**config.mk**
```make
export PLATFORM = sky130hd
export DESIGN_NAME = pic_edge
export DESIGN_NICKNAME = d
export VERILOG_FILES = /design/src/design/pic_pkg.sv /design/src/design/pic_edge.sv
export SDC_FILE = /design/constraint.sdc
export NUM_CORES = 2
export LEC_CHECK = 0
export BUFFER_PORTS_ARGS = -buffer_cell sky130_fd_sc_hd__buf_2
export CORE_MARGIN = 8
export CORE_UTILIZATION = 35
export DETAILED_ROUTE_END_ITERATION = 7
export PLACE_DENSITY = 0.52
export SKIP_LAST_GASP = 1
export SLEW_MARGIN = 15
export SYNTH_ARGS = -nofsm -noshare
export SYNTH_HDL_FRONTEND = slang
export SYNTH_SLANG_ARGS = --single-unit
```
**constraint.sdc**
```tcl
create_clock -name clk -period 18.37 [get_ports clk]
set_clock_uncertainty 0.1 [all_clocks]
set_input_delay 0.9185 -clock clk [delete_from_list [all_inputs] [get_ports clk]]
set_output_delay 0.9185 -clock clk [all_outputs]
set_load 0.01 [all_outputs]
```
**src/design/pic_pkg.sv**
```systemverilog
`timescale 1ns / 1ps

package pic_pkg;

    localparam int COORD_FRAC_BITS = 8;
    localparam int VERTEX_W        = 24;
    localparam int PIXEL_W         = 12;
    localparam int SCALED_W        = PIXEL_W + COORD_FRAC_BITS;
    localparam int WIDE_W          = (VERTEX_W > SCALED_W) ? VERTEX_W : SCALED_W;
    localparam int DIFF_W          = WIDE_W + 1;
    localparam int PROD_W          = 2 * DIFF_W;
    localparam int SUM_W           = PROD_W + 1;
    localparam int NUM_EDGES       = 4;
    localparam int COUNT_W         = 3;
    localparam int CFG_INDEX_W     = 3;

    localparam logic [CFG_INDEX_W-1:0] REG_VERTEX_A_X = CFG_INDEX_W'(0);
    localparam logic [CFG_INDEX_W-1:0] REG_VERTEX_A_Y = CFG_INDEX_W'(1);
    localparam logic [CFG_INDEX_W-1:0] REG_VERTEX_B_X = CFG_INDEX_W'(2);
    localparam logic [CFG_INDEX_W-1:0] REG_VERTEX_B_Y = CFG_INDEX_W'(3);
    localparam logic [CFG_INDEX_W-1:0] REG_VERTEX_C_X = CFG_INDEX_W'(4);
    localparam logic [CFG_INDEX_W-1:0] REG_VERTEX_C_Y = CFG_INDEX_W'(5);
    localparam logic [CFG_INDEX_W-1:0] REG_VERTEX_D_X = CFG_INDEX_W'(6);
    localparam logic [CFG_INDEX_W-1:0] REG_VERTEX_D_Y = CFG_INDEX_W'(7);

    typedef logic signed [WIDE_W-1:0] wide_t;
    typedef logic signed [DIFF_W-1:0] diff_t;
    typedef logic signed [PROD_W-1:0] prod_t;
    typedef logic signed [SUM_W-1:0]  sum_t;

    typedef struct packed {
        logic signed [VERTEX_W-1:0] x;
        logic signed [VERTEX_W-1:0] y;
    } vertex_t;

    typedef struct packed {
        logic signed [PIXEL_W-1:0] pixel_x;
        logic signed [PIXEL_W-1:0] pixel_y;
    } pixel_t;

    typedef struct packed {
        logic               inside_res;
        logic [COUNT_W-1:0] crossing_count;
    } result_t;

    // Load enables of the edge pipeline stages, one field per stage.
    typedef struct packed {
        logic s1;
        logic s2;
        logic s3;
        logic s4;
    } stage_en_t;

endpackage

```
**src/design/pic_edge.sv**
```systemverilog
`timescale 1ns / 1ps

module pic_edge (
    input  logic               clk,
    input  pic_pkg::stage_en_t en,
    input  pic_pkg::vertex_t   v0,
    input  pic_pkg::vertex_t   v1,
    input  pic_pkg::pixel_t    pixel,
    output logic               crossed
);

    // stage 1: order the edge ends by y, scale the pixel
    pic_pkg::wide_t lo_x_reg, lo_y_reg, hi_x_reg, hi_y_reg, px_reg, py_reg;
    pic_pkg::wide_t lo_x_next, lo_y_next, hi_x_next, hi_y_next, px_next, py_next;
    // stage 2: differences and span test
    pic_pkg::diff_t a_reg, dy_reg, b_reg, dx_reg;
    pic_pkg::diff_t a_next, dy_next, b_next, dx_next;
    logic           span2_reg, span2_next;
    // stage 3: products
    pic_pkg::prod_t p1_reg, p2_reg, p1_next, p2_next;
    logic           span3_reg;
    // stage 4: sign of the sum
    pic_pkg::sum_t  sum;
    logic           cross_reg, cross_next;

    always_comb
    begin
        if (v0.y < v1.y)
        begin
            lo_x_next = pic_pkg::wide_t'(v0.x);
            lo_y_next = pic_pkg::wide_t'(v0.y);
            hi_x_next = pic_pkg::wide_t'(v1.x);
            hi_y_next = pic_pkg::wide_t'(v1.y);
        end
        else
        begin
            lo_x_next = pic_pkg::wide_t'(v1.x);
            lo_y_next = pic_pkg::wide_t'(v1.y);
            hi_x_next = pic_pkg::wide_t'(v0.x);
            hi_y_next = pic_pkg::wide_t'(v0.y);
        end
        px_next = pic_pkg::wide_t'(pixel.pixel_x) <<< pic_pkg::COORD_FRAC_BITS;
        py_next = pic_pkg::wide_t'(pixel.pixel_y) <<< pic_pkg::COORD_FRAC_BITS;
    end

    always_comb
    begin
        a_next     = pic_pkg::diff_t'(lo_x_reg) - pic_pkg::diff_t'(px_reg);
        dy_next    = pic_pkg::diff_t'(hi_y_reg) - pic_pkg::diff_t'(lo_y_reg);
        b_next     = pic_pkg::diff_t'(py_reg) - pic_pkg::diff_t'(lo_y_reg);
        dx_next    = pic_pkg::diff_t'(hi_x_reg) - pic_pkg::diff_t'(lo_x_reg);
        // half-open span, empty for a horizontal edge
        span2_next = (lo_y_reg <= py_reg) && (py_reg < hi_y_reg);
    end

    always_comb
    begin
        p1_next = a_reg * dy_reg;
        p2_next = b_reg * dx_reg;
    end

    always_comb
    begin
        sum        = pic_pkg::sum_t'(p1_reg) + pic_pkg::sum_t'(p2_reg);
        cross_next = span3_reg && !sum[pic_pkg::SUM_W-1];
    end

    always_ff @(posedge clk)
    begin
        if (en.s1)
        begin
            lo_x_reg <= lo_x_next;
            lo_y_reg <= lo_y_next;
            hi_x_reg <= hi_x_next;
            hi_y_reg <= hi_y_next;
            px_reg   <= px_next;
            py_reg   <= py_next;
        end
        if (en.s2)
        begin
            a_reg     <= a_next;
            dy_reg    <= dy_next;
            b_reg     <= b_next;
            dx_reg    <= dx_next;
            span2_reg <= span2_next;
        end
        if (en.s3)
        begin
            p1_reg    <= p1_next;
            p2_reg    <= p2_next;
            span3_reg <= span2_reg;
        end
        if (en.s4)
        begin
            cross_reg <= cross_next;
        end
    end

    assign crossed = cross_reg;

endmodule

```
# After elaboration in Yosys (flattened, before gate mapping)

Cells that the tools add are included.

Bits of input ports: 125
Flip-flop bits (word level): 323
Output and inout bits: 1

Add/subtract/negate cells: 5
Reductions and logical operators: 3
$mul: 2
$lt $le $gt $ge: 3
Muxes and demuxes: 4

Operator list:

| kind                                                        | number |
|---|---|
| 25-bit by 25-bit multiplier with 50-bit output              | 2 |
| 24-bit 2-to-1 mux                                           | 4 |
| 50-bit by 50-bit adder with 51-bit output                   | 1 |
| 24-bit by 24-bit subtractor with 25-bit output              | 2 |
| 20-bit by 24-bit subtractor with 25-bit output              | 1 |
| 24-bit by 20-bit subtractor with 25-bit output              | 1 |
| 24-bit by 20-bit less-or-equal comparator with 1-bit output | 1 |
| 20-bit by 24-bit less-than comparator with 1-bit output     | 1 |
| 24-bit less-than comparator                                 | 1 |
| 1-bit logical AND                                           | 2 |
| 1-bit logical NOT                                           | 1 |

# Logic depth before layout (Yosys ltp)

Depth in word-level cells: 3
Mapped depth: 28

# Worst setup path after synthesis

Ideal clock, no wire load.

Path kind: register to register
Start: register b_reg[24]
End: register p2_reg[49], data pin
Clock period less this slack: 7,288 ps
Buffers on the path: 2
Arrival time: 6,932 ps
Path slack: 11,082 ps
Cell stages (with the launch flop): 26
Path through: edfxtp_1 -> clkbuf_1 -> nand2_1 -> inv_1 -> fa_1 -> fa_1 -> inv_1 -> fa_1 -> inv_1 -> fa_1 -> fa_1 -> fa_1 -> inv_1 -> fa_1 -> inv_1 -> ha_1 -> clkbuf_1 -> nand4_1 -> nor3_1 -> a221oi_1 -> o21ai_0 -> a221oi_2 -> nand2_1 -> a21o_1 -> or4_1 -> and4_1

Word-level cells in the longest chain between the ends: 1

RTL lines:

| element                                        | RTL line       | source |
|---|---|---|
| from (decl)                                    | pic_edge.sv:16 | `pic_pkg::diff_t a_reg, dy_reg, b_reg, dx_reg;` |
| from (signal assigned)                         | pic_edge.sv:83 | `b_reg <= b_next;` |
| 25-bit by 25-bit multiplier with 50-bit output | pic_edge.sv:59 | `p2_next = b_reg * dx_reg;` |
| named net p2_next[49]                          | pic_edge.sv:20 | `pic_pkg::prod_t p1_reg, p2_reg, p1_next, p2_next;` |
| to (signal assigned)                           | pic_edge.sv:90 | `p2_reg <= p2_next;` |
| to (decl)                                      | pic_edge.sv:20 |  |

The timed path passes the listed nets, and every way through them passes these cells.
A chain may end at the register's enable or synchronous reset.

# Final worst setup path

Start: register dy_reg[1]
End: register p1_reg[48], data pin

Word-level cells in the longest chain between the ends: 1

RTL lines:

| element                                        | RTL line       | source |
|---|---|---|
| from (decl)                                    | pic_edge.sv:16 |  |
| from (signal assigned)                         | pic_edge.sv:82 | `dy_reg <= dy_next;` |
| 25-bit by 25-bit multiplier with 50-bit output | pic_edge.sv:58 | `p1_next = a_reg * dy_reg;` |
| named net p1_next[48]                          | pic_edge.sv:20 |  |
| to (signal assigned)                           | pic_edge.sv:89 | `p1_reg <= p1_next;` |
| to (decl)                                      | pic_edge.sv:20 |  |

The timed path passes the listed nets, and every way through them passes these cells.

==> impl_metrics.py <==
metrics = {
    "outcome": {
        "status": "finished clean",
    },
    "grt": {
        "grt_pass1_wl_mm": 273,
        "antenna_found_initial": 11,
        "grt_pass1_vias": 46000,
        "grt_remaining_overflow": 0,
        "grt_max_degree": 71,
        "grt_use_total": 0.184,
    },
    "cells_and_area": {
        "final_common_cell": "inv_1",
        "drive_gt1_frac": 0.0632,
        "n_fill_cell": 17900,
        "layout_common_cells": "1404 x inv_1, 1319 x fa_1, 705 x nand2_1",
        "area.growth.synth_to_final_pct": 7.58,
        "stdcell_area_um2": 67000,
        "layout.nets": 8104,
    },
    "hold_path": {
        "min_path_type": "in -> reg",
    },
    "clocking": {
        "cts_made_buffers": 45,
        "cts_tree": "built",
        "cts_resized": 0,
        "clkSinkCount": 323,
        "cts_root_buffer": "clkbuf_16",
        "insertion_delay_ns": 0.65,
        "clk_pin_slew_ns": 0.07,
        "cts_setup_buffers": 0,
        "cts_hold_buf": 0,
        "htreeDepth": 2,
        "clk_path_buf_depth": 3,
    },
    "critical_path": {
        "cp_cell_sequence": "nand2_1, inv_1, fa_1, fa_1, fa_1, inv_1, fa_1, inv_1, fa_1, fa_1, ha_1, a21o_1, a21o_1, a21oi_1, o21ai_0, a32oi_1, o21ai_0, a211oi_1, o21ai_0, o311a_1",
        "path_max_fanout": 25,
        "slowest_delay_ns": 1.21,
        "crit_type": "reg -> reg",
        "path_common_cell": "fa_1",
        "crit_path_end_kind": "register",
        "start_kind": "register",
        "crit_required_ns": 18.66,
        "cp.arrival_ns": 8.60,
        "critPathSlowestCell": "fa_1",
    },
    "sta": {
        "fin_ws_ns": 10.06,
        "clock.fmax_mhz": 120,
        "tightestPinTransition_ns": 1.19,
        "min_period_over_period": 0.453,
        "rsz0062_at_grt": "false",
        "hold_viol": 0,
        "maxSlewViolCount": 0,
        "min_period_ns": 8.31,
        "hold_slack_ns": 0.333,
        "setup_viol": 0,
        "setup_tns_ns": 0,
        "slew-limit-headroom": 0.206,
    },
    "synthesis": {
        "synth_cell_types": 75,
        "ys_warn_count": 0,
        "netlist_instances": 6180,
        "synth_ff_type": "edfxtp_1",
        "synth_edf_count": 323,
        "syn_area_per_cell_um2": 10.1,
        "syn-cell-area_um2": 62200,
        "ys_ff_latch": 323,
        "async_flop_share": 0,
        "synth-seq-area-share": 0.156,
        "synth_fp_nets": 8076,
    },
    "floorplanning": {
        "io_pins": 126,
        "coreArea_um2": 176000,
        "die_y_um": 438,
        "rows": 154,
        "fp.dieW_um": 438,
        "dieArea_um2": 192000,
        "start_util": 0.353,
    },
    "placement": {
        "postPlaceCellArea_um2": 65600,
        "port_buffers": 125,
        "dp_hpwl_mm": 140,
        "routabilityCongestion": 0.870,
        "dp_slack_ns": 10.08,
    },
    "drt": {
        "drtPass1Iterations": 5,
        "final_antenna_net_count": 0,
        "drc": 0,
        "drt-wirelength-per-cell_um": 20.3,
        "drt_wl_total_mm": 174,
        "via_per_inst": 4.88,
        "dr.first_iter.drc_count": 2359,
        "vias": 41900,
    },
    "flow_run": {
        "cap_violations": 0,
    },
}
==> worst max-delay path, delay by kind of cell (launching register included) <==
kind            cells  cell delay, ns
flops               1            1.09
fa+ha+maj           7            4.15
compound gates      9            1.82
buf+inv             3            0.65
simple gates        1            0.21
==> logic make-up (layout without fill, tap and decap cells) <==
family	after synthesis	count (layout)	share of synthesized area
AND/OR/NAND/NOR	1645	1645	0.131
multiplexers	98	98	0.0177
AO/OA/AOI/OAI	524	524	0.0555
XOR/XNOR	181	181	0.0255
flip-flops	323	323	0.156
other	0	1	0
adder cells (fa/ha/maj)	1771	1771	0.515
buffers and inverters	1638	1692	0.0994
==> cells in the mapped netlist (all sizes together), types with 7 or more instances <==
master   number  share of area
ha          452          0.091
o21bai       28         0.0034
a2111oi       7         0.0013
a21o         79         0.0095
o211ai       14         0.0017
xor2         36         0.0051
a31oi        17         0.0017
and3         15         0.0015
xnor2       145          0.020
mux2         97          0.018
buf          14         0.0014
nand2b       26         0.0026
o21a         30         0.0036
nand4        26         0.0026
o21ai       100         0.0080
and4          8         0.0011
o41ai         7         0.0012
a21oi       150          0.012
clkbuf      219          0.013
a211oi       24         0.0030
nor3         30         0.0024
nor2        132         0.0080
and2        598          0.060
nand3        33         0.0027
o31ai         7        0.00084
nor2b        48         0.0048
edfxtp      323           0.16
a211o         8         0.0011
inv        1404          0.085
nand2       705          0.043
fa         1319           0.42
==> layout make-up <==
class | count | area [µm²] | area share
clock buffer | 50 | 1140 | 0.0171
inverter | 1405 | 5270 | 0.0788
antenna | 1 | 2.50 | 0.0000374
timing repair buffer | 214 | 1310 | 0.0195
clock inverter | 23 | 240 | 0.00359
multi-input combinational | 4219 | 46400 | 0.692
sequential | 323 | 9700 | 0.145
tap | 2340 | 2930 | 0.0437
==> final timing paths <==
check / startpoint / to / slack [ns] / cells past startpoint
setup / recovery: dy_reg[1] / p1_reg[48] / 10.06 / 20
hold / removal: pixel[15] / px_reg[11] / 0.33 / 1
setup reg to reg: dy_reg[1] / p1_reg[48] / 10.06 / 20
hold reg to reg: span2_reg / span3_reg / 0.35 / 0
==> metrics by stage <==
step / instances / utilization
final: 8575 / 0.379
after global routing: 8574 / 0.379
after CTS: 8574 / 0.379
after detailed placement: 8501 / 0.372
after global placement: 8501 / 0.372
after floorplan: 6180 / -
==> routing by layer <==
metal	vias up	wire length, µm	global-route usage
met5	-	31	0
met4	4	8420	0.0697
met3	257	6540	0.0175
met2	911	86300	0.323
met1	21900	72600	0.235
li1	18800	-	-
Power is not shown: default switching activity piles up to over one toggle a cycle in this logic, so the estimate is an artifact.
